===== src/design/mlp_pkg.sv =====
// ----------------------------------------------------------------------------
// mlp_pkg: shared constants and weight tables
// Fixed-point weights (Q7.10) and widths for the touch classifier.
// ----------------------------------------------------------------------------
package mlp_pkg;

	localparam int NUM_INPUTS_DEF  = 3;
	localparam int NUM_HIDDEN_DEF  = 5;
	localparam int NUM_CLASSES_DEF = 8;
	localparam int FRAC_BITS_DEF   = 10;

	localparam int FEAT_W   = 16;
	localparam int FIELD_CNT = 3;
	localparam int WFRAC    = 10;
	localparam int COEF_W   = 18;
	// hidden value after ReLU and rounding fits well within this
	localparam int HID_W    = 28;
	localparam int ACC_W    = 56;
	localparam int SCORE_W  = 24;

	function automatic logic signed [COEF_W-1:0] w1(input int j, input int k);
		logic signed [COEF_W-1:0] r;
		r = '0;
		case (j)
			0: case (k)
				0: r = -18'sd7688;  1: r = -18'sd638;  2: r = 18'sd7852;
				3: r = -18'sd23;    4: r = -18'sd10668; default: r = '0;
			endcase
			1: case (k)
				0: r = -18'sd7965;  1: r = -18'sd106;  2: r = -18'sd10007;
				3: r = -18'sd111;   4: r = 18'sd8688;  default: r = '0;
			endcase
			2: case (k)
				0: r = 18'sd7013;   1: r = -18'sd140;  2: r = 18'sd9959;
				3: r = -18'sd112;   4: r = 18'sd7780;  default: r = '0;
			endcase
			default: r = '0;
		endcase
		return r;
	endfunction

	function automatic logic signed [COEF_W-1:0] b1(input int k);
		logic signed [COEF_W-1:0] r;
		r = '0;
		case (k)
			0: r = 18'sd6089; 2: r = -18'sd655; 4: r = 18'sd1033;
			default: r = '0;
		endcase
		return r;
	endfunction

	function automatic logic signed [COEF_W-1:0] w2(input int j, input int k);
		logic signed [COEF_W-1:0] r;
		r = '0;
		case (j)
			0: case (k)
				0: r = 18'sd3459;   1: r = -18'sd15733; 2: r = 18'sd6854;
				3: r = -18'sd19060; 4: r = 18'sd7581;   5: r = -18'sd760;
				6: r = -18'sd11034; 7: r = -18'sd2186;  default: r = '0;
			endcase
			1: case (k)
				0: r = 18'sd128;  1: r = -18'sd69;  2: r = -18'sd290;
				3: r = -18'sd374; 4: r = 18'sd96;   5: r = 18'sd477;
				6: r = 18'sd238;  7: r = 18'sd483;  default: r = '0;
			endcase
			2: case (k)
				0: r = -18'sd11385; 1: r = 18'sd6129;  2: r = -18'sd7736;
				3: r = 18'sd6594;   4: r = -18'sd8593; 5: r = 18'sd2370;
				6: r = -18'sd17822; 7: r = 18'sd1089;  default: r = '0;
			endcase
			3: case (k)
				0: r = -18'sd652; 1: r = 18'sd553;  2: r = -18'sd377;
				3: r = -18'sd622; 4: r = 18'sd614;  5: r = -18'sd250;
				6: r = 18'sd303;  7: r = 18'sd126;  default: r = '0;
			endcase
			4: case (k)
				0: r = -18'sd3820;  1: r = 18'sd1296; 2: r = -18'sd16304;
				3: r = -18'sd6798;  4: r = -18'sd6182; 5: r = 18'sd2728;
				6: r = 18'sd4784;   7: r = 18'sd1147; default: r = '0;
			endcase
			default: r = '0;
		endcase
		return r;
	endfunction

	function automatic logic signed [COEF_W-1:0] b2(input int k);
		logic signed [COEF_W-1:0] r;
		r = '0;
		case (k)
			0: r = 18'sd11943;  1: r = -18'sd3331;  2: r = -18'sd1499;
			3: r = 18'sd1484;   4: r = -18'sd10888; 5: r = -18'sd15888;
			6: r = -18'sd6194;  7: r = 18'sd14524;  default: r = '0;
		endcase
		return r;
	endfunction

endpackage


===== src/design/mlp_score_lane.sv =====
// ----------------------------------------------------------------------------
// mlp_score_lane: one output class score
// Registered products of hidden values, then sum and rounding.
// ----------------------------------------------------------------------------
module mlp_score_lane #(
	parameter int LANE       = 0,
	parameter int NUM_HIDDEN = mlp_pkg::NUM_HIDDEN_DEF,
	parameter int FRAC_BITS  = mlp_pkg::FRAC_BITS_DEF
) (
	input  logic                               clk,
	input  logic                               en_s3,
	input  logic                               en_s4,
	input  logic signed [mlp_pkg::HID_W-1:0]   hid [NUM_HIDDEN],
	output logic signed [mlp_pkg::ACC_W-1:0]   score_s4
);

	logic signed [mlp_pkg::ACC_W-1:0] prod_s3 [NUM_HIDDEN];
	logic signed [mlp_pkg::ACC_W-1:0] acc;

	always_ff @(posedge clk) begin
		if (en_s3) begin
			for (int j = 0; j < NUM_HIDDEN; j++) begin
				prod_s3[j] <= mlp_pkg::ACC_W'(hid[j] * mlp_pkg::w2(j, LANE));
			end
		end
	end

	always_comb begin
		acc = mlp_pkg::ACC_W'(mlp_pkg::b2(LANE)) <<< FRAC_BITS;
		for (int j = 0; j < NUM_HIDDEN; j++) begin
			acc = acc + prod_s3[j];
		end
		acc = (acc + mlp_pkg::ACC_W'(1 << (mlp_pkg::WFRAC - 1))) >>> mlp_pkg::WFRAC;
	end

	always_ff @(posedge clk) begin
		if (en_s4) begin
			score_s4 <= acc;
		end
	end

endmodule


===== config.mk =====
export PLATFORM = sky130hd
export DESIGN_NAME = mlp_score_lane
export DESIGN_NICKNAME = d
export VERILOG_FILES = /design/src/design/mlp_pkg.sv /design/src/design/mlp_score_lane.sv
export SDC_FILE = /design/constraint.sdc
export NUM_CORES = 2
export LEC_CHECK = 0
export BUFFER_PORTS_ARGS = -buffer_cell sky130_fd_sc_hd__clkbuf_2
export CORE_AREA = 2 2 296 298
export DETAILED_ROUTE_END_ITERATION = 6
export DIE_AREA = 0 0 298 300
export PLACE_DENSITY = 0.73
export SLEW_MARGIN = 20
export SYNTH_ARGS = -nofsm -noshare
export SYNTH_HDL_FRONTEND = slang
export SYNTH_SLANG_ARGS = --single-unit

===== constraint.sdc =====
create_clock -name clk -period 7.3 [get_ports clk]
set_input_delay 0 -clock clk [delete_from_list [all_inputs] [get_ports clk]]
set_output_delay 0 -clock clk [all_outputs]
set_load 0.02 [all_outputs]

== After elaboration in Yosys (flattened, before gate mapping) ==
Memory sizes are Yosys's and may differ from the RTL's.
Cells that the tools add are included.

* Register bits: 46
* RAM bits: 280
* Input bits: 143
* Output and inout port bits: 56
* Logic and storage cells: 20
* Memories kept: 1

{| class="wikitable"
|+ Memories
! memory !! words !! width !! rd ports !! clocked after memory_dff !! write ports !! RTL line !! source
|-
| prod_s3 || 5 || 56 || 5 || 0 || 5 || mlp_score_lane.sv:17 || <nowiki>logic signed [mlp_pkg::ACC_W-1:0] prod_s3 [NUM_HIDDEN];</nowiki>
|}

* Add/subtract/negate cells: 6
* $mul: 5
* Muxes and demuxes: 7

{| class="wikitable"
|+ Operators with widths
! operator !! number
|-
| multiplier 28 x 18 -> 46 bit || 5
|-
| adder 56 bit || 4
|-
| 2-to-1 mux 18 bit || 5
|-
| adder 25 x 56 -> 56 bit, first input constant || 1
|-
| adder 56 x 11 -> 56 bit, second input constant || 1
|-
| 2-to-1 mux 1 bit || 2
|}

== Depth between registers and ports, before layout ==
* Word-level depth: 6
* Gate-level depth with buffers: 24
* Depth with buffers taken out: 23

== Worst setup path after synthesis ==
OpenSTA, ideal clock, no wires.

* Kind: in2reg
* Start point: in hid[39] (netlist bit)
* End point: mem prod_s3[0][212] (netlist bit) (data pin)
* Library setup time: 135 ps
* Arrival time: 5615 ps
* Data required time: 7165 ps
* Path slack: 1549 ps
* Cell stages on the path: 22
* Buffers on the path: 0
* Path through: inv_1 fa_1 inv_1 fa_1 inv_1 fa_1 inv_1 fa_1 fa_1 inv_1 fa_1 inv_1 ha_1 and3_1 nor3b_1 nand3_1 a31oi_1 o22ai_1 o41ai_2 a31oi_1 or4b_1 nand3_1

{| class="wikitable"
|+ RTL lines
! what !! RTL line !! source
|-
| start, declared || mlp_score_lane.sv:13 || <nowiki>input logic signed [mlp_pkg::HID_W-1:0] hid [NUM_HIDDEN],</nowiki>
|-
| end, declared || mlp_score_lane.sv:17 ||
|}

==> key figures <==
Critical path
  • CP endpoint kind: flip-flop
  • Worst Path Required: 7730 ps
  • CP Launch Type: input port
  • Critical path arrival: 6910 ps
  • Top cell by count, worst path: fa_1
  • CP max-delay cell: or4b_1
  • Critical path class: input port to flip-flop
  • CP peak stage delay: 550 ps
  • Buf/Inv on CP: 7
  • Cells traversed along the worst timing path: dlygate4sd3_1 -> clkbuf_2 -> inv_1 -> fa_1 -> inv_1 -> fa_1 -> inv_1 -> fa_1 -> fa_1 -> fa_1 -> inv_1 -> fa_1 -> inv_1 -> ha_1 -> nand4_1 -> or2_2 -> o31a_1 -> a31oi_1 -> o22ai_1 -> o41ai_2 -> a31oi_1 -> or4b_1 -> nand3_1
  • Cell family with most CP delay: adder cells
  • CP Max Fanout: 8

Floorplanning
  • Initial Util: 59.4%
  • Core area: 0.0862 sq mm
  • IO Pins: 199
  • Number of core rows: 108
  • Die width: 298 um
  • Vert. Die Dim: 300 um
  • Die Area: 0.0894 sq mm

GRT
  • Largest net degree at the start of global routing: 81
  • Vias in the first global route: 34700
  • Global-route wire length before repair: 184 mm
  • Initial antenna violation count: 7
  • GR Overflow Total: 0
  • Gr usage total: 26.4%

Min path
  • Hold crit path type: input port to flip-flop

Logic synthesis
  • Post-synth EDFFs: 254
  • Mapped Avg Cell Area: 10.7 sq um
  • Post-synth ARST share: 0%
  • Sequential share of the synthesized area: 14.9%
  • Synthesized area: 0.0512 sq mm
  • Post-synth top area cell: fa_1
  • Yosys top cell area share: 37.1%
  • Post-synth cell types: 71
  • #FFs+latches synth: 254
  • YS warnings: 0
  • Post-synth top flop: edfxtp_1
  • Area contributors post-synth: fa_1 37%, ha_1 22%, edfxtp_1 15%, inv_1 11%, xnor2_1 2.4%
  • Gate Count Post-Synth: 4803
  • Syn_nets: 6802

Detailed routing
  • DRC errors left: 0
  • Pre-Repair DR Iteration Count: 7
  • Detailed-route vias per instance: 5.22
  • DR vias: 32500
  • Detail Route Antenna Nets: 0
  • Overall routed net length: 113 mm
  • Routed WL per cell: 18.1 um
  • Initial DRC Count: 1728

Timing
  • Final Hold Viols: 0
  • Period minus WS final: 6480 ps
  • Final count of negative-setup-slack endpoints: 0
  • RSZ-0062 raised after global routing: false
  • Setup TNS: 0 ps
  • Slew HR: 26.9%
  • Final Cycle Share: 88.8%
  • Final Max Slew Viols: 0
  • FMAX: 154 MHz
  • Clock skew: 27.0 ps
  • Worst-Margin Slew: 1080 ps
  • Setup WS post-layout: 819 ps

Finish
  • Fillcell total: 7108
  • Commonest non-fill, non-tap cell in the layout: inv_1
  • Layout cells sized above 1: 5.49%
  • Final net count: 7045
  • Area Growth Syn to Fin: 7.32%
  • Commonest non-fill, non-tap cells in the layout: 1501 x inv_1, 949 x fa_1, 907 x ha_1, 254 x edfxtp_1, 197 x clkbuf_2
  • Non-filler instance count after layout: 6229

Place
  • Dpl hpwl: 100 mm
  • GPL Wtd Cong: 0.946
  • Port Buffers: 198
  • Placed Cells: 6134
  • Pre-CTS WS: 417 ps

Clocking
  • CTS tree: built
  • Root buf cell: clkbuf_16
  • Latest clock arrival within the worst-skew pair: 580 ps
  • Clock-pin slew on the worst setup and hold paths: 60 ps
  • Clock Path Buffers: 3
  • CTS buffer count: 28
  • Clk sinks: 254
  • H-tree levels: 1

Run
  • Max_cap viols: 0

Run status
  • Status: completed
[worst register-to-register path: cells and delay by family (launching register included)]
| family | cells | cell delay (ps) |
|---|---|---|
| AND/OR/NAND/NOR | 1 | 80 |
| flip-flops | 1 | 430 |
| adder cells (fa/ha/maj) | 4 | 1900 |
| buffers and inverters | 2 | 100 |
| AO/OA/AOI/OAI | 9 | 3240 |
[path summary, 6_finish.rpt]
kind	slack, ps	startpoint	cells after the start	to
setup / recovery	820	hid[29]	23	prod_s3[0][212]$_DFFE_PP_
hold / removal	50	hid[3]	3	prod_s3[0][229]$_DFFE_PP_
setup reg to reg	1290	prod_s3[0][121]$_DFFE_PP_	16	score_s4[45]$_DFFE_PP_
hold reg to reg	1070	prod_s3[0][112]$_DFFE_PP_	5	score_s4[0]$_DFFE_PP_
[sequential cells by signal, summed over array words and instances, names as in the netlist]
signal and count:
prod_s3 208, score_s4 46
[final cells by class]
class | instances | area [sq um] | area share [%]
Clock inverter | 21 | 282 | 0.512
Antenna cell | 6 | 15.0 | 0.0273
Multi-Input combinational cell | 3018 | 37800 | 68.8
Timing Repair Buffer | 243 | 1430 | 2.60
Tap cell | 1155 | 1450 | 2.63
Clock buffer | 31 | 733 | 1.33
Inverter | 1501 | 5630 | 10.2
Sequential cell | 254 | 7630 | 13.9
[synth_stat cells (all sizes together), types with 4 or more instances]
master,n
nor3b,7
nor2b,17
a2111oi,6
clkbuf,19
a31o,4
nor3,24
o21a,20
buf,11
nor4,7
o22ai,6
or2,12
inv,1501
o31ai,7
edfxtp,254
and2,10
nand2b,16
a21o,105
a211o,4
ha,907
o31a,6
o21ai,86
a31oi,17
o221ai,5
a211oi,20
o21bai,26
o211ai,8
xor2,77
a21boi,7
fa,949
and3,16
nand4,29
a221oi,6
nand3,37
mux2i,9
or3,6
a21oi,179
o41ai,6
nor2,97
xnor2,141
a311o,5
nand2,98
[what timing repair did]
item,CTS,global route
setup buffers,0,0
hold buffers,37,0
hold endpoints to repair,88,0
resized for setup,0,0
setup endpoints to repair,0,0
[per-stage QoR]
stage          cell area [sq um]  utilization (%)  hold slack, ps
6_report                   55000             63.8            45.1
5_1_grt                    55000             63.8            52.8
4_1_cts                    55000             63.8            16.5
3_5_place_dp               53600             62.2             179
3_3_place_gp               53600             62.2             177
2_1_floorplan              51200                -            98.9
[per-layer routing]
metal / wire [um] / track usage, %
met4: 3270 / 7.05
met1: 49600 / 37.1
met5: 11 / 0
met2: 53800 / 43.4
met3: 6360 / 3.77
[kinds of logic after synthesis]
family	count (synthesis)	share of synthesized area, %
buf+inv	1531	11.3
xor+xnor	218	3.73
simple gates	391	3.77
compound gates	544	6.91
fa+ha+maj	1856	59.2
mux	9	0.176
flops	254	14.9
Power is left out: the tool's default activity adds up to more than one toggle a clock period on the data nets, which glitch-free logic cannot reach.
