[config.mk]
export PLATFORM = sky130hd
export DESIGN_NAME = mlp_hidden_lane
export DESIGN_NICKNAME = d
export VERILOG_FILES = /design/src/design/mlp_pkg.sv /design/src/design/mlp_hidden_lane.sv
export SDC_FILE = /design/constraint.sdc
export NUM_CORES = 1
export LEC_CHECK = 0
export BUFFER_PORTS_ARGS = -buffer_cell sky130_fd_sc_hd__buf_4
export CORE_MARGIN = 3
export CORE_UTILIZATION = 50
export DETAILED_ROUTE_END_ITERATION = 7
export GPL_ROUTABILITY_DRIVEN = 0
export HOLD_SLACK_MARGIN = 0.12
export PLACE_DENSITY = 0.67
export RECOVER_POWER = 25
export SYNTH_ARGS = -nofsm -noshare
export SYNTH_HDL_FRONTEND = slang
export SYNTH_SLANG_ARGS = --single-unit
export TNS_END_PERCENT = 10
[constraint.sdc]
create_clock -name clk -period 17.55 [get_ports clk]
set_clock_uncertainty 0.1 [all_clocks]
set_input_delay 0.8775 -clock clk [delete_from_list [all_inputs] [get_ports clk]]
set_output_delay 0.8775 -clock clk [all_outputs]
set_load 0.02 [all_outputs]
[src/design/mlp_pkg.sv]
// ----------------------------------------------------------------------------
// mlp_pkg: shared constants and weight tables
// Fixed-point weights (Q7.10) and widths for the touch classifier.
// ----------------------------------------------------------------------------
package mlp_pkg;

	localparam int NUM_INPUTS_DEF  = 3;
	localparam int NUM_HIDDEN_DEF  = 5;
	localparam int NUM_CLASSES_DEF = 8;
	localparam int FRAC_BITS_DEF   = 10;

	localparam int FEAT_W   = 16;
	localparam int FIELD_CNT = 3;
	localparam int WFRAC    = 10;
	localparam int COEF_W   = 18;
	// hidden value after ReLU and rounding fits well within this
	localparam int HID_W    = 28;
	localparam int ACC_W    = 56;
	localparam int SCORE_W  = 24;

	function automatic logic signed [COEF_W-1:0] w1(input int j, input int k);
		logic signed [COEF_W-1:0] r;
		r = '0;
		case (j)
			0: case (k)
				0: r = -18'sd7688;  1: r = -18'sd638;  2: r = 18'sd7852;
				3: r = -18'sd23;    4: r = -18'sd10668; default: r = '0;
			endcase
			1: case (k)
				0: r = -18'sd7965;  1: r = -18'sd106;  2: r = -18'sd10007;
				3: r = -18'sd111;   4: r = 18'sd8688;  default: r = '0;
			endcase
			2: case (k)
				0: r = 18'sd7013;   1: r = -18'sd140;  2: r = 18'sd9959;
				3: r = -18'sd112;   4: r = 18'sd7780;  default: r = '0;
			endcase
			default: r = '0;
		endcase
		return r;
	endfunction

	function automatic logic signed [COEF_W-1:0] b1(input int k);
		logic signed [COEF_W-1:0] r;
		r = '0;
		case (k)
			0: r = 18'sd6089; 2: r = -18'sd655; 4: r = 18'sd1033;
			default: r = '0;
		endcase
		return r;
	endfunction

	function automatic logic signed [COEF_W-1:0] w2(input int j, input int k);
		logic signed [COEF_W-1:0] r;
		r = '0;
		case (j)
			0: case (k)
				0: r = 18'sd3459;   1: r = -18'sd15733; 2: r = 18'sd6854;
				3: r = -18'sd19060; 4: r = 18'sd7581;   5: r = -18'sd760;
				6: r = -18'sd11034; 7: r = -18'sd2186;  default: r = '0;
			endcase
			1: case (k)
				0: r = 18'sd128;  1: r = -18'sd69;  2: r = -18'sd290;
				3: r = -18'sd374; 4: r = 18'sd96;   5: r = 18'sd477;
				6: r = 18'sd238;  7: r = 18'sd483;  default: r = '0;
			endcase
			2: case (k)
				0: r = -18'sd11385; 1: r = 18'sd6129;  2: r = -18'sd7736;
				3: r = 18'sd6594;   4: r = -18'sd8593; 5: r = 18'sd2370;
				6: r = -18'sd17822; 7: r = 18'sd1089;  default: r = '0;
			endcase
			3: case (k)
				0: r = -18'sd652; 1: r = 18'sd553;  2: r = -18'sd377;
				3: r = -18'sd622; 4: r = 18'sd614;  5: r = -18'sd250;
				6: r = 18'sd303;  7: r = 18'sd126;  default: r = '0;
			endcase
			4: case (k)
				0: r = -18'sd3820;  1: r = 18'sd1296; 2: r = -18'sd16304;
				3: r = -18'sd6798;  4: r = -18'sd6182; 5: r = 18'sd2728;
				6: r = 18'sd4784;   7: r = 18'sd1147; default: r = '0;
			endcase
			default: r = '0;
		endcase
		return r;
	endfunction

	function automatic logic signed [COEF_W-1:0] b2(input int k);
		logic signed [COEF_W-1:0] r;
		r = '0;
		case (k)
			0: r = 18'sd11943;  1: r = -18'sd3331;  2: r = -18'sd1499;
			3: r = 18'sd1484;   4: r = -18'sd10888; 5: r = -18'sd15888;
			6: r = -18'sd6194;  7: r = 18'sd14524;  default: r = '0;
		endcase
		return r;
	endfunction

endpackage

[src/design/mlp_hidden_lane.sv]
// ----------------------------------------------------------------------------
// mlp_hidden_lane: one hidden neuron
// Registered products, then sum, ReLU and rounding to a hidden value.
// ----------------------------------------------------------------------------
module mlp_hidden_lane #(
	parameter int LANE       = 0,
	parameter int NUM_INPUTS = mlp_pkg::NUM_INPUTS_DEF,
	parameter int FRAC_BITS  = mlp_pkg::FRAC_BITS_DEF
) (
	input  logic                                clk,
	input  logic                                en_s1,
	input  logic                                en_s2,
	input  logic signed [mlp_pkg::FEAT_W-1:0]   feat [NUM_INPUTS],
	output logic signed [mlp_pkg::HID_W-1:0]    hid_s2
);

	logic signed [mlp_pkg::ACC_W-1:0] prod_s1 [NUM_INPUTS];
	logic signed [mlp_pkg::ACC_W-1:0] acc;

	always_ff @(posedge clk) begin
		if (en_s1) begin
			for (int j = 0; j < NUM_INPUTS; j++) begin
				prod_s1[j] <= mlp_pkg::ACC_W'(feat[j] * mlp_pkg::w1(j, LANE));
			end
		end
	end

	always_comb begin
		acc = mlp_pkg::ACC_W'(mlp_pkg::b1(LANE)) <<< FRAC_BITS;
		for (int j = 0; j < NUM_INPUTS; j++) begin
			acc = acc + prod_s1[j];
		end
		if (acc < 0) begin
			acc = '0;
		end
		acc = (acc + mlp_pkg::ACC_W'(1 << (mlp_pkg::WFRAC - 1))) >>> mlp_pkg::WFRAC;
	end

	always_ff @(posedge clk) begin
		if (en_s2) begin
			hid_s2 <= mlp_pkg::HID_W'(acc);
		end
	end

endmodule

# After elaboration in Yosys (flattened, before gate mapping)

Memory sizes are Yosys's and may differ from the RTL's.
Index checks and enable logic that the tools add are counted.

Logic and storage cells: 16
Memories kept: 1
Output and inout bits: 28
Bits in writable memories: 168
Input port bits: 51
Bits in registers: 28

Multipliers: 3
Add/subtract/negate cells: 4
Multiplexer cells: 6
$lt $le $gt $ge: 1

Memory list:

| memory  | words | bits a word | read ports | clocked after memory_dff | wr ports | line                  | RTL |
|---|---|---|---|---|---|---|---|
| prod_s1 | 3     | 56          | 3          | 0                        | 3        | mlp_hidden_lane.sv:17 | `logic signed [mlp_pkg::ACC_W-1:0] prod_s1 [NUM_INPUTS];` |

Operators with widths:

| kind                                                                           | number |
|---|---|
| 56-bit adder                                                                   | 2 |
| 16-bit by 18-bit multiplier with 34-bit output                                 | 3 |
| 24-bit by 56-bit adder with 56-bit output (first input constant)               | 1 |
| 56-bit by 1-bit less-than comparator with 1-bit output (second input constant) | 1 |
| 18-bit 2-to-1 mux                                                              | 3 |
| 38-bit by 11-bit adder with 38-bit output (second input constant)              | 1 |
| 38-bit 2-to-1 mux                                                              | 1 |
| 1-bit 2-to-1 mux                                                               | 2 |

# Logic depth before layout (Yosys ltp)

Word-level depth: 6
Gate-level depth with buffers: 24
Depth with buffers taken out: 24

# Worst setup path after synthesis

No wires, ideal clock.

Path kind: input port to flip-flop
From: in feat[33] in the netlist's numbering
To: mem prod_s1[0][55] in the netlist's numbering, data pin
Arrival: 6.124 ns
Stages: 21
Path buffers: 0
Slack: 11.067 ns
Required time: 17.190 ns
Setup time: 0.260 ns
Cell sequence: fa_1 -> fa_1 -> inv_1 -> fa_1 -> inv_1 -> fa_1 -> fa_1 -> inv_1 -> fa_1 -> inv_1 -> ha_1 -> o21a_1 -> o21ai_0 -> a21oi_1 -> nand2_1 -> nor2_1 -> a211oi_1 -> o211ai_1 -> a211o_1 -> a21oi_1 -> xnor2_1

RTL lines:

| what               | line                  | RTL |
|---|---|---|
| start: declaration | mlp_hidden_lane.sv:13 | `input logic signed [mlp_pkg::FEAT_W-1:0] feat [NUM_INPUTS],` |
| end: declaration   | mlp_hidden_lane.sv:17 |  |

==> run_summary.xml <==
<?xml version="1.0" encoding="UTF-8"?>
<metrics>
  <group name="run_status">
    <metric name="run_status" unit="">completed</metric>
  </group>
  <group name="critical_path">
    <metric name="crit_path_start_kind" unit="">input port</metric>
    <metric name="cell_chain_of_the_critical_path" unit="">buf_4 -&gt; fa_1 -&gt; ha_1 -&gt; inv_1 -&gt; fa_1 -&gt; fa_1 -&gt; inv_1 -&gt; fa_1 -&gt; fa_1 -&gt; ha_1 -&gt; a21oi_1 -&gt; nor2b_1 -&gt; o21ai_0 -&gt; a21oi_1 -&gt; a31o_2 -&gt; o221ai_1 -&gt; a221oi_1 -&gt; a2111oi_0 -&gt; nor2_1 -&gt; a311oi_1</metric>
    <metric name="worst_ep_required" unit="ps">17700</metric>
    <metric name="critical-path-top-cell-by-count" unit="">fa_1</metric>
    <metric name="slowest_stage" unit="">a2111oi_0</metric>
    <metric name="critical_path_arrival" unit="ps">6910</metric>
    <metric name="end_kind" unit="">register</metric>
    <metric name="worst-setup-path-type" unit="">in2reg</metric>
    <metric name="cp_max_fo" unit="">6</metric>
    <metric name="critPathMaxStageDelay" unit="ps">600</metric>
  </group>
  <group name="synthesis">
    <metric name="synth-simple-area-share" unit="">0.0697</metric>
    <metric name="leading_register_cell_type_out_of_synthesis" unit="">edfxtp_1</metric>
    <metric name="yosys.cell_types.count" unit="">76</metric>
    <metric name="synth_top_area_share" unit="">0.297</metric>
    <metric name="post_synthesis_average_cell_area" unit="um^2">10.2</metric>
    <metric name="synth-edff-count" unit="">127</metric>
    <metric name="synth-seq-cells" unit="">127</metric>
    <metric name="synth_most_common_cell" unit="">inv_1</metric>
    <metric name="largest_family_of_logic_cells_by_synthesized_area" unit="">adder cells</metric>
    <metric name="mux_cell_area_share_after_synthesis" unit="">0.000503</metric>
    <metric name="synthDominantAreaCellType" unit="">fa_1</metric>
    <metric name="yosys-top-cells-count" unit="">inv_1, ha_1, fa_1</metric>
    <metric name="synth_warnings" unit="">0</metric>
    <metric name="main_area_contributors_after_synthesis" unit="">fa_1, ha_1, edfxtp_1, inv_1, xnor2_1</metric>
    <metric name="async_flop_share" unit="">0</metric>
    <metric name="synthesis.nets" unit="">2977</metric>
    <metric name="synth-xor-area-share" unit="">0.0477</metric>
    <metric name="synthesis.instances" unit="">2194</metric>
    <metric name="ys_seq_area_frac" unit="">0.170</metric>
    <metric name="synthesis.area" unit="mm^2">0.0224</metric>
    <metric name="yosys.area_share.adder" unit="">0.520</metric>
    <metric name="synth_compound_area_frac" unit="">0.0891</metric>
  </group>
  <group name="clock_network">
    <metric name="cts_resized" unit="">0</metric>
    <metric name="worst_skew_pair.late_latency" unit="ps">420</metric>
    <metric name="tritoncts" unit="">built</metric>
    <metric name="cts.clk_slew.worst_paths" unit="ps">60</metric>
    <metric name="clock_tree_buffer_depth" unit="">2</metric>
    <metric name="clkSinkCount" unit="">127</metric>
    <metric name="cts_setup_buffers" unit="">0</metric>
    <metric name="num_cts_buffers" unit="">17</metric>
    <metric name="hold_buffers" unit="">0</metric>
    <metric name="clock_tree.htree_level_count" unit="">4</metric>
    <metric name="clock-root-buffer" unit="">clkbuf_16</metric>
  </group>
  <group name="floorplan">
    <metric name="die_x" unit="um">218</metric>
    <metric name="die_h" unit="um">218</metric>
    <metric name="initial_core_util" unit="">0.513</metric>
    <metric name="floorplan.io_pins" unit="">79</metric>
    <metric name="rows" unit="">76</metric>
    <metric name="floorplan.core_area" unit="mm^2">0.0436</metric>
    <metric name="total_die_area" unit="mm^2">0.0474</metric>
  </group>
  <group name="timing">
    <metric name="fin_setup_tns" unit="ps">0</metric>
    <metric name="max-slew-margin-rel" unit="">0.126</metric>
    <metric name="worst_slew_pin_slew" unit="ps">1310</metric>
    <metric name="final_hold_viol_count" unit="">0</metric>
    <metric name="finalCritPeriodShare" unit="">0.385</metric>
    <metric name="period_needed" unit="ps">6760</metric>
    <metric name="final-max-slew-violation-count" unit="">0</metric>
    <metric name="setup_violations" unit="">0</metric>
    <metric name="rsz0062_at_grt" unit="">no</metric>
    <metric name="post-route-worst-setup-slack" unit="ps">10790</metric>
    <metric name="timing.fmax" unit="MHz">148</metric>
  </group>
  <group name="route">
    <metric name="antenna_left" unit="">0</metric>
    <metric name="drc" unit="">0</metric>
    <metric name="post_drt_via_cell_ratio" unit="">5.26</metric>
    <metric name="avgRoutedWirePerCell" unit="um">16.5</metric>
    <metric name="finalWirelength" unit="um">47400</metric>
    <metric name="drtPass1Iterations" unit="">7</metric>
    <metric name="detail_route.iter0.violations" unit="">895</metric>
    <metric name="routed-via-count" unit="">15100</metric>
  </group>
  <group name="final_layout">
    <metric name="final_layout_net_count" unit="">3064</metric>
    <metric name="layout-drive-gt1-share" unit="">0.0523</metric>
    <metric name="nFillCells" unit="">3761</metric>
    <metric name="num_antenna_cells" unit="">0</metric>
    <metric name="postLayoutCellArea" unit="mm^2">0.0243</metric>
    <metric name="synthesis_to_layout_area_growth" unit="%">8.37</metric>
    <metric name="postLayoutCoreUtil" unit="">0.556</metric>
  </group>
  <group name="placement">
    <metric name="post_place_cell_area" unit="mm^2">0.0237</metric>
    <metric name="placement.setup.worst_slack" unit="ps">10320</metric>
    <metric name="io_buffers" unit="">78</metric>
    <metric name="place.detailed.hpwl" unit="um">42100</metric>
  </group>
  <group name="grt">
    <metric name="grt_use_total" unit="">0.208</metric>
    <metric name="grt_remaining_overflow" unit="">0</metric>
    <metric name="largest_net_degree_at_the_start_of_global_routing" unit="">80</metric>
    <metric name="grt_antenna_before_repair" unit="">0</metric>
    <metric name="grt_pass1_vias" unit="">15800</metric>
    <metric name="first_pass_grt_wire_length" unit="um">79100</metric>
  </group>
  <group name="run">
    <metric name="max-cap-violations" unit="">0</metric>
  </group>
  <group name="hold_path">
    <metric name="hold_class" unit="">in2reg</metric>
  </group>
</metrics>
==> per-layer routing <==
layer,vias to the layer above,part of all wire,global-route usage
li1,7306,-,-
met1,7430,0.49,0.308
met2,348,0.45,0.329
met3,65,0.045,0.0288
met4,0,0.023,0.0448
met5,-,0,0
==> sequential cells by signal (all words and copies together) (netlist names) <==
name	cells
hid_s2	28
prod_s1	99
==> final timing paths <==
check                                               from                   endpoint  slack, ps  depth (start not counted)
worst min-delay path                            feat[33]    prod_s1[0][4]$_DFFE_PP_        750                          2
worst max-delay path                            feat[23]  prod_s1[0][111]$_DFFE_PP_      10790                         20
worst min register to register  prod_s1[0][11]$_DFFE_PP_        hid_s2[2]$_DFFE_PP_       1210                          5
worst max register to register  prod_s1[0][67]$_DFFE_PP_       hid_s2[23]$_DFFE_PP_      11360                         17
==> cells in the final DEF, fill, tap and decap left out, drive strengths merged, types with 7 or more instances in the layout <==
cell,n
inv,597
ha,400
fa,332
edfxtp,127
a21oi,93
xnor2,86
nor2,77
buf,62
nand2,53
o21ai,52
nor3,37
xor2,36
clkbuf,35
nand3,29
a21o,28
o21a,22
nand4,17
and3,16
a211oi,15
a31oi,14
nor2b,14
and2,13
o21bai,11
nand2b,11
or2,7
==> final cells by class <==
cell class | instances | area, um^2 | area share
multi-input cells | 1459 | 16300 | 0.671
flip-flops and latches | 127 | 3810 | 0.157
inverters | 596 | 2240 | 0.0922
well taps | 585 | 732 | 0.0302
repair buffers | 80 | 533 | 0.0220
clock buffers | 17 | 425 | 0.0175
clock inverters | 15 | 241 | 0.00995
==> cells by family (layout without fill, tap and decap cells) <==
group                    after synthesis  count (layout)
multiplexers                           1               1
adder cells (fa/ha/maj)              732             732
AND/OR/NAND/NOR                      301             301
flip-flops                           127             127
buffers and inverters                608             708
other                                  1               1
AO/OA/AOI/OAI                        302             302
XOR/XNOR                             122             122
==> worst max-delay path: cells and delay by family <==
kind | cells | cell delay (ps)
adder cells (fa/ha/maj) | 7 | 3290
AO/OA/AOI/OAI | 8 | 2260
buffers and inverters | 3 | 260
AND/OR/NAND/NOR | 2 | 210
==> metrics by stage <==
stage                     std cells  hold WS, ps
after floorplan                2194          876
after global placement         2847         1030
after detailed placement       2847         1030
after CTS                      2879          595
after global routing           2879          751
final                          2879          748
Power is not shown: default switching activity piles up to over one toggle a cycle in this logic, so the estimate is an artifact.
