`config.mk`:
```
export PLATFORM = sky130hd
export DESIGN_NAME = mlp_argmax
export DESIGN_NICKNAME = d
export VERILOG_FILES = /design/src/design/mlp_pkg.sv /design/src/design/mlp_argmax.sv
export SDC_FILE = /design/constraint.sdc
export NUM_CORES = 1
export LEC_CHECK = 0
export ABC_AREA = 1
export BUFFER_PORTS_ARGS = -buffer_cell sky130_fd_sc_hd__buf_2
export CAP_MARGIN = 20
export CORE_AREA = 2 2 183 185
export DETAILED_ROUTE_END_ITERATION = 8
export DIE_AREA = 0 0 185 187
export PLACE_DENSITY = 0.73
export SLEW_MARGIN = 15
export SYNTH_ARGS = -nofsm -noshare
export SYNTH_HDL_FRONTEND = slang
export SYNTH_SLANG_ARGS = --single-unit
export TNS_END_PERCENT = 1
```
`constraint.sdc`:
```
create_clock -name vclk -period 49.7
set_clock_uncertainty 0.05 [all_clocks]
set_input_delay 7.455 -clock vclk [all_inputs]
set_output_delay 7.455 -clock vclk [all_outputs]
set_load 0.02 [all_outputs]
```
`src/design/mlp_pkg.sv`:
```
// ----------------------------------------------------------------------------
// mlp_pkg: shared constants and weight tables
// Fixed-point weights (Q7.10) and widths for the touch classifier.
// ----------------------------------------------------------------------------
package mlp_pkg;

	localparam int NUM_INPUTS_DEF  = 3;
	localparam int NUM_HIDDEN_DEF  = 5;
	localparam int NUM_CLASSES_DEF = 8;
	localparam int FRAC_BITS_DEF   = 10;

	localparam int FEAT_W   = 16;
	localparam int FIELD_CNT = 3;
	localparam int WFRAC    = 10;
	localparam int COEF_W   = 18;
	// hidden value after ReLU and rounding fits well within this
	localparam int HID_W    = 28;
	localparam int ACC_W    = 56;
	localparam int SCORE_W  = 24;

	function automatic logic signed [COEF_W-1:0] w1(input int j, input int k);
		logic signed [COEF_W-1:0] r;
		r = '0;
		case (j)
			0: case (k)
				0: r = -18'sd7688;  1: r = -18'sd638;  2: r = 18'sd7852;
				3: r = -18'sd23;    4: r = -18'sd10668; default: r = '0;
			endcase
			1: case (k)
				0: r = -18'sd7965;  1: r = -18'sd106;  2: r = -18'sd10007;
				3: r = -18'sd111;   4: r = 18'sd8688;  default: r = '0;
			endcase
			2: case (k)
				0: r = 18'sd7013;   1: r = -18'sd140;  2: r = 18'sd9959;
				3: r = -18'sd112;   4: r = 18'sd7780;  default: r = '0;
			endcase
			default: r = '0;
		endcase
		return r;
	endfunction

	function automatic logic signed [COEF_W-1:0] b1(input int k);
		logic signed [COEF_W-1:0] r;
		r = '0;
		case (k)
			0: r = 18'sd6089; 2: r = -18'sd655; 4: r = 18'sd1033;
			default: r = '0;
		endcase
		return r;
	endfunction

	function automatic logic signed [COEF_W-1:0] w2(input int j, input int k);
		logic signed [COEF_W-1:0] r;
		r = '0;
		case (j)
			0: case (k)
				0: r = 18'sd3459;   1: r = -18'sd15733; 2: r = 18'sd6854;
				3: r = -18'sd19060; 4: r = 18'sd7581;   5: r = -18'sd760;
				6: r = -18'sd11034; 7: r = -18'sd2186;  default: r = '0;
			endcase
			1: case (k)
				0: r = 18'sd128;  1: r = -18'sd69;  2: r = -18'sd290;
				3: r = -18'sd374; 4: r = 18'sd96;   5: r = 18'sd477;
				6: r = 18'sd238;  7: r = 18'sd483;  default: r = '0;
			endcase
			2: case (k)
				0: r = -18'sd11385; 1: r = 18'sd6129;  2: r = -18'sd7736;
				3: r = 18'sd6594;   4: r = -18'sd8593; 5: r = 18'sd2370;
				6: r = -18'sd17822; 7: r = 18'sd1089;  default: r = '0;
			endcase
			3: case (k)
				0: r = -18'sd652; 1: r = 18'sd553;  2: r = -18'sd377;
				3: r = -18'sd622; 4: r = 18'sd614;  5: r = -18'sd250;
				6: r = 18'sd303;  7: r = 18'sd126;  default: r = '0;
			endcase
			4: case (k)
				0: r = -18'sd3820;  1: r = 18'sd1296; 2: r = -18'sd16304;
				3: r = -18'sd6798;  4: r = -18'sd6182; 5: r = 18'sd2728;
				6: r = 18'sd4784;   7: r = 18'sd1147; default: r = '0;
			endcase
			default: r = '0;
		endcase
		return r;
	endfunction

	function automatic logic signed [COEF_W-1:0] b2(input int k);
		logic signed [COEF_W-1:0] r;
		r = '0;
		case (k)
			0: r = 18'sd11943;  1: r = -18'sd3331;  2: r = -18'sd1499;
			3: r = 18'sd1484;   4: r = -18'sd10888; 5: r = -18'sd15888;
			6: r = -18'sd6194;  7: r = 18'sd14524;  default: r = '0;
		endcase
		return r;
	endfunction

endpackage

```
`src/design/mlp_argmax.sv`:
```
// ----------------------------------------------------------------------------
// mlp_argmax: merge of the class lanes
// Strict-greater scan picks the lowest index on ties; saturates the winner.
// ----------------------------------------------------------------------------
module mlp_argmax #(
	parameter int NUM_CLASSES = mlp_pkg::NUM_CLASSES_DEF
) (
	input  logic signed [mlp_pkg::ACC_W-1:0]    score [NUM_CLASSES],
	output logic [2:0]                          best_idx,
	output logic signed [mlp_pkg::SCORE_W-1:0]  best_sat
);

	localparam logic signed [mlp_pkg::ACC_W-1:0] SMAX =
		mlp_pkg::ACC_W'((1 <<< (mlp_pkg::SCORE_W - 1)) - 1);
	localparam logic signed [mlp_pkg::ACC_W-1:0] SMIN =
		mlp_pkg::ACC_W'(-(1 <<< (mlp_pkg::SCORE_W - 1)));

	logic signed [mlp_pkg::ACC_W-1:0] best;

	always_comb begin
		best     = score[0];
		best_idx = '0;
		for (int k = 1; k < NUM_CLASSES; k++) begin
			if (score[k] > best) begin
				best     = score[k];
				best_idx = 3'(k);
			end
		end
		if (best > SMAX) begin
			best_sat = mlp_pkg::SCORE_W'(SMAX);
		end else if (best < SMIN) begin
			best_sat = mlp_pkg::SCORE_W'(SMIN);
		end else begin
			best_sat = mlp_pkg::SCORE_W'(best);
		end
	end

endmodule

```
Word level (Yosys, flattened, before mapping)
Cells that the tools add are included.

Register bits after elaboration: 0. Input port bits: 448. Output and inout port bits: 27. Word-level logic and storage cells: 25.

Magnitude comparators: 9. Mux-type cells: 16.

Operator list (number): > comparator 56 bit (7); 2-to-1 mux 56 bit (7); > comparator 56 x 24 -> 1 bit, second input constant (1); less-than comparator 56 x 24 -> 1 bit, second input constant (1); 2-to-1 mux 24 bit (2); 2-to-1 mux 3 bit (6); 2-to-1 mux 1 bit (1).

Depth between registers and ports, before layout
Gate-level depths: netlist of the first run.

Depth after elaboration: 17. Gate-level depth with buffers: 147. Depth with buffers taken out: 129.

Least setup slack after synthesis of the first run
No wires, ideal clock.

Path type: in2out. From: input score[447] (netlist name). To: output best_sat[10] (netlist name). Arrival: 23.895 ns. Data required time: 42.195 ns. Setup slack: 18.300 ns. Stages: 123. Path buffers: 23. Path through: inv_1 -> ha_1 -> nand4_1 -> nor2_1 -> nand3_1 -> nor2_1 -> nand2_1 -> nand2_1 -> nand2_1 -> nand3_2 -> buf_6 -> clkbuf_1 -> clkbuf_1 -> clkbuf_1 -> o21ai_0 -> ha_1 -> a21oi_1 -> nor2_1 -> (+87 left out) -> o221ai_1 -> a221oi_1 -> o21ai_0 -> inv_2 -> nand2_1 -> nand2_2 -> buf_4 -> buf_4 -> nand4_1 -> nand2_1 -> nand2_1 -> nor2_1 -> nand2_1 -> nor2_1 -> nand3_1 -> nand2_2 -> buf_6 -> nand2_1.

Longest elaborated chain between the ends: 17. Elaborated cells between the ends (all ways): 18. Classes of those cells: order compare: 9; mux: 9.

Ends and longest elaborated chain: start: declaration (line mlp_argmax.sv:8) `input logic signed [mlp_pkg::ACC_W-1:0] score [NUM_CLASSES],`; > comparator 56 bit (line mlp_argmax.sv:24) `if (score[k] > best) begin`; 2-to-1 mux 56 bit * (line mlp_argmax.sv:24); > comparator 56 bit (line mlp_argmax.sv:24); 2-to-1 mux 56 bit * (line mlp_argmax.sv:24); > comparator 56 bit (line mlp_argmax.sv:24); 2-to-1 mux 56 bit * (line mlp_argmax.sv:24); > comparator 56 bit (line mlp_argmax.sv:24); 2-to-1 mux 56 bit * (line mlp_argmax.sv:24); > comparator 56 bit (line mlp_argmax.sv:24); 2-to-1 mux 56 bit * (line mlp_argmax.sv:24); > comparator 56 bit (line mlp_argmax.sv:24); 2-to-1 mux 56 bit * (line mlp_argmax.sv:24); > comparator 56 bit (line mlp_argmax.sv:24); 2-to-1 mux 56 bit * (line mlp_argmax.sv:24); less-than comparator 56 x 24 -> 1 bit (line mlp_argmax.sv:31) `end else if (best < SMIN) begin`; 2-to-1 mux 24 bit (line mlp_argmax.sv:31); 2-to-1 mux 24 bit * (line mlp_argmax.sv:29) `if (best > SMAX) begin`; end: declaration (line mlp_argmax.sv:10) `output logic signed [mlp_pkg::SCORE_W-1:0] best_sat`.

Every way passes the cells marked *; elsewhere a longest branch is shown, timed or not.

Worst setup path in the final report of the first run
From: input score[427] (netlist name). To: output best_sat[0] (netlist name).

The elaborated chain is that of the path after synthesis.

==> results of run 1 <==
-- through the flow --
| step | hold WS [ns] | utilization |
|---|---|---|
| 2_1_floorplan | 15.16 | - |
| 3_3_place_gp | 15.34 | 0.5337 |
| 3_5_place_dp | 15.35 | 0.5337 |
| 4_1_cts | 15.35 | 0.5337 |
| 5_1_grt | 15.39 | 0.5354 |
| 6_report | 15.35 | 0.5359 |
-- how the worst max path moves through the flow --
| stage | startpoint | endpoint | cells past startpoint |
|---|---|---|---|
| 3_5_place_dp | score[427] | best_sat[12] | 104 |
| 5_1_grt | score[427] | best_sat[7] | 105 |
| 3_3_place_gp | score[427] | best_sat[9] | 105 |
| 6_report | score[427] | best_sat[0] | 105 |
| 2_1_floorplan | score[447] | best_sat[10] | 123 |
| 4_1_cts | score[427] | best_sat[0] | 104 |
-- routing by layer --
metal,share of wire,vias to the layer above
met5,0.0027,-
met4,0.040,26
met3,0.066,132
met2,0.47,653
met1,0.42,8439
li1,-,9892
-- cells in the mapped netlist, drive strengths merged --
cell type	number
or2	1
o221a	5
nand2	883
a211oi	29
nor4	19
o21a	3
nand3	96
o211ai	7
nor3	30
nor2	151
o311ai	1
o221ai	3
clkinv	5
o2111ai	1
a21oi	159
or3	1
nand3b	6
a221oi	5
o21ai	354
nand4	115
a21o	2
o21bai	13
a2111oi	1
nor4b	3
nor3b	2
and3	2
clkbuf	73
ha	370
buf	28
o31ai	1
or4	1
a22oi	1
inv	302
-- area by class of cell --
class / instances / area (um2) / share of cell area
Antenna cell: 18 / 45.04 / 0.002558
Inverter: 307 / 1152 / 0.06544
Multi-Input combinational cell: 2265 / 13390 / 0.7606
Tap cell: 448 / 560.5 / 0.03183
Timing Repair Buffer: 483 / 2457 / 0.1395
-- cell usage in the layout (no fill, tap or decap), drive strengths merged, types with 3 or more instances in the layout --
cell,n
nand2,883
o221ai,3
nor2,151
o211ai,7
nor3,30
clkinv,5
o21bai,13
a21oi,159
a211oi,29
nand3,96
buf,483
o221a,5
nand3b,6
a221oi,5
nor4,19
o21ai,354
inv,302
o21a,3
nand4,115
nor4b,3
ha,370
diode,18
-- worst max-delay path, delay by kind of cell --
family / cells / cell delay [ns]
AO/OA/AOI/OAI: 14 / 3.37
adder cells (fa/ha/maj): 7 / 2.53
buffers and inverters: 18 / 5.31
AND/OR/NAND/NOR: 66 / 11.56
-- cells by family (layout without fill, tap and decap cells) --
group,count (synthesis),after routing,synth area share
other cells,0,18,0
simple gates,1310,1310,0.3722
buf+inv,408,790,0.1092
fa+ha+maj,370,370,0.3084
compound gates,585,585,0.2102
==> impl_results.md, run 1 <==
* DR DRC count at 0
* Largest net degree at the start of global routing at 114
* Largest cells by area after synthesis: ha_1 (31%), nand2_1 (22%), o21ai_0 (12%), inv_1 (7.4%), a21oi_1 (5.2%)
* Total core area at 0.03286 mm2
* Num sequential at 0
* Synthesized instance count at roughly 2.7k
* Synth unique cells at 46
* Post-CTS Setup Inserts at 0
* Vias at 19.14k
* Share of the synthesized area in the top cell type at 0.3084
* Share of the yosys chip area belonging to registers at 0
* Fmax at 26.37 MHz
* Hold Fails Final Rpt at 0
* Hold_buf cts at 0
* Hold Crit Class: in2out
* Port buffer count at between 400 and 500
* Top Ports at 475
* Vias in the first global route at between 15k and 20k
* Mapped cell area at 0.01501 mm2
* Syn Area/Cell at 5.616 um2
* Critical Setup Path Class: in2out
* Max cap viols at 0
* Max Transition Viols Final at 0
* Hold path cells at 6
* Setup WS pre-CTS at 11.86 ns
* Fillers at 3,583
* Met3 GRT Util at 0.04926
* Final instance area at 0.01761 mm2
* Hold Path End: best_sat[19]
* Run status: finished clean
* DP Wirelength at 52,860 um
* Period utilization at 0.7629
* Critical-path top delay cell: nand3_2
* Routed len/inst at 16.79 um
* Setup ws final at roughly 12 ns
* GRT busiest layer: met2
* Setup TNS at 0 ns
* Least-Margin Pin Slew at 1.030 ns
* Initial DRT Pass Iterations at 5
* Crit end category: output pin
* Cell count after placement at around 3.5k
* Most Frequent Cell on Critical Path: nand2_1
* Final nets at 3,875
* Global routing usage on met1 at 0.4022
* Share of cells above drive strength 1 at 0.1732
* Starting DRT DRC Count at around 980
* Synth area leader: ha_1
* DIE AREA at 0.03460 mm2
* Period minus WS final at 37.92 ns
* Area growth syn-to-layout at 17.31%
* Post-route ant nets at 0
* Worst hold start: score[19]
* # clk buffers at 0
* Resized Gates After CTS at 0
* Vias per inst at about 5.4
* Crit start category: input pin
* Total global routing overflow at 0
* Drt total wl at 59,130 um
* Worst endpoint required time at 42.19 ns
* Initial Utilization at 0.4568
* Initial antenna violation count at 31
* Die height at approximately 190 um
* CP max FO at 113
* Met2 Track Usage GR at 0.5702
* Final Setup Violations at 0
* Critical Path Max Stage Delay at just under 0.8 ns
* Yosys warning count at 0
* Routability cong. at 0.9933
* Die width at 185 um
* Final Non-Filler Cells at roughly 3.5k
* First-pass GRT wire length at 90,370 um
* Relative max-transition margin at 0.3128
* RSZ-0062 raised after global routing: false
* Net Count, Synth at 3,491
* Overall Global Routing Usage at 0.3259
* Rows at 67
* Crit path DAT at 30.41 ns
* Dpl cell area at 0.01754 mm2
* Register Area at 0 um2
Power of run 1 is left out: the tool's default activity adds up to more than one toggle a clock period on the data nets, which glitch-free logic cannot reach.
==> run 2: changes to the inputs <==
--- a/config.mk
+++ b/config.mk
@@ -5,13 +5,13 @@
 export SDC_FILE = /design/constraint.sdc
 export NUM_CORES = 1
 export LEC_CHECK = 0
-export ABC_AREA = 1
+export ABC_AREA = 0
 export BUFFER_PORTS_ARGS = -buffer_cell sky130_fd_sc_hd__buf_2
 export CAP_MARGIN = 20
 export CORE_AREA = 2 2 183 185
 export DETAILED_ROUTE_END_ITERATION = 8
 export DIE_AREA = 0 0 185 187
-export PLACE_DENSITY = 0.73
+export PLACE_DENSITY = 0.77
 export SLEW_MARGIN = 15
 export SYNTH_ARGS = -nofsm -noshare
 export SYNTH_HDL_FRONTEND = slang
==> constraint.sdc (replaced) <==
create_clock -name vclk -period 33.5
set_clock_uncertainty 0.05 [all_clocks]
set_input_delay 5.025 -clock vclk [all_inputs]
set_output_delay 5.025 -clock vclk [all_outputs]
set_load 0.02 [all_outputs]
==> impl_results.md, run 2 <==
* Top Ports at 475
* Synth area leader: ha_1
* Area growth syn-to-layout at 22.16%
* Syn Area/Cell at 6.805 um2
* CP max FO at 44
* DP Wirelength at between 50,000 and 60,000 um
* Initial antenna violation count at 21
* Crit path DAT at 27.01 ns
* Run status: finished clean
* Overall Global Routing Usage at 0.3139
* Die width at 185 um
* Global routing usage on met1 at 0.3865
* Crit end category: output pin
* Largest cells by area after synthesis: ha_1 (30%), a21oi_1 (8.1%), mux2i_1 (7.4%), inv_1 (7.2%), o21ai_0 (5.2%)
* Met2 Track Usage GR at 0.5710
* Port buffer count at roughly 480
* Rows at 67
* Synth cell count leaders: ha_1 (370), inv_1 (293), a21oi_1 (248), nor2_1 (178), o21ai_0 (160)
* Fillers at 3,338
* Final nets at 3,505
* Fmax at 31.17 MHz
* Min Hold Slack at between 10 and 15 ns
* Most frequent cells in the layout: buf_2 (475), ha_1 (370), inv_1 (293)
* Starting DRT DRC Count at 1,051
* Yosys warning count at 0
* Critical Setup Path Class: in2out
* Vias per inst at 5.759
* Total core area at 0.03286 mm2
* Largest net degree at the start of global routing at 51
* Footprint of the multi-input gates at 0.01416 mm2
* Max Transition Viols Final at 0
* Hold Path End: best_sat[6]
* Period minus WS final at 32.09 ns
* Vias in the first global route at 16.94k
* DIE AREA at around 0.035 mm2
* # clk buffers at 0
* Routed len/inst at 18.89 um
* Critical-path top delay cell: or4b_4
* Setup TNS at 0 ns
* Net Count, Synth at 3,061
* Worst endpoint required time at 28.42 ns
* Setup ws final at 1.414 ns
* Critical path's top delay family: compound AO/OA/AOI/OAI gates
* Synthesized instance count at 2,243
* Max cap viols at 0
* Hold Crit Class: in2out
* Met3 GRT Util at 0.02609
* Least-Margin Pin Slew at slightly below 0.6 ns
* Hold Fails Final Rpt at 0
* Number of buffers and inverters on the critical path at 14
* Critical Path Max Stage Delay at between 0.6 and 0.7 ns
* Initial Utilization at 0.4645
* Drt total wl at 59,450 um
* Total global routing overflow at 0
* Final Setup Violations at 0
* Die height at 187 um
* Routability cong. at around 1
* GRT busiest layer: met2
* Most common library cell in the layout ignoring fill and taps: buf_2
* Hold path cells at 4
* Share of the synthesized area in the top cell type at 0.3033
* Cell with the most instances after synthesis: ha_1
* Hold_buf cts at 0
* Vias at approximately 18k
* Mapped cell area at roughly 0.015 mm2
* Share of the yosys chip area belonging to registers at 0
* Share of cells above drive strength 1 at 0.2324
* Worst hold start: score[6]
* Period utilization at 0.9578
* Register Area at 0 um2
* First-pass GRT wire length at approximately 90,000 um
* Initial DRT Pass Iterations at 6
* Crit start category: input pin
* Post-route ant nets at 0
* Relative max-transition margin at 0.5997
* Most Frequent Cell on Critical Path: a21oi_1
* Synth unique cells at 95
* Num sequential at 0
* DR DRC count at 0
* Setup WS pre-CTS at -0.5525 ns
-- run 2: changes by cell type after synthesis, moves of 35 or more --
cell | previous run | this run
a21o_1 | 2 | 72
nand2b_1 | 0 | 40
mux2i_1 | 0 | 113
nor2b_1 | 0 | 53
nand2_1 | 874 | 145
a21oi_1 | 157 | 248
nand3_1 | 85 | 30
mux2_2 | 0 | 41
clkbuf_1 | 73 | 38
o21ai_0 | 348 | 160
-- run 2: worst max path at each step --
stage / from / end / cells after the start
finish: score[401] / best_sat[13] / 105
global route: score[401] / best_sat[4] / 110
CTS: score[447] / best_sat[11] / 122
detailed placement: score[415] / best_sat[11] / 119
global placement: score[415] / best_sat[0] / 120
floorplan: score[403] / best_sat[14] / 129
-- run 2: per-layer routing --
layer,vias up,share of wire
met2,632,0.48
met4,14,0.041
met1,8263,0.42
met3,128,0.055
li1,9085,-
met5,-,0.0016
-- run 2: cell families after synthesis --
logic type	count (synthesis)	synth area share
AO/OA/AOI/OAI	635	0.2498
XOR/XNOR	11	0.006805
adder cells (fa/ha/maj)	370	0.3033
buffers and inverters	370	0.09337
multiplexers	159	0.1098
AND/OR/NAND/NOR	698	0.2369
-- run 2: stage by stage --
| stage | utilization | cell area [um2] | cells |
|---|---|---|---|
| 2_1_floorplan | - | 15260 | 2243 |
| 3_3_place_gp | 0.5514 | 18120 | 3109 |
| 3_5_place_dp | 0.5514 | 18120 | 3109 |
| 4_1_cts | 0.5524 | 18150 | 3109 |
| 5_1_grt | 0.5672 | 18640 | 3145 |
| 6_report | 0.5674 | 18650 | 3147 |
-- run 2: repair_timing --
| item | 4_1_cts | 5_1_grt |
|---|---|---|
| cloned | 0 | 7 |
| endpoints found under the setup margin | 23 | 27 |
| hold endpoints to repair | 0 | 0 |
| gates resized for setup | 5 | 40 |
| setup buffers | 0 | 17 |
| pin swaps | 0 | 16 |
-- run 2: final cells by class --
type / instances / share of cell area
repair buffers: 513 / 0.1496
diodes: 14 / 0.001879
well taps: 448 / 0.03006
inverters: 293 / 0.05899
multi-input cells: 1879 / 0.7594
Power of run 2 is left out for the same reason.
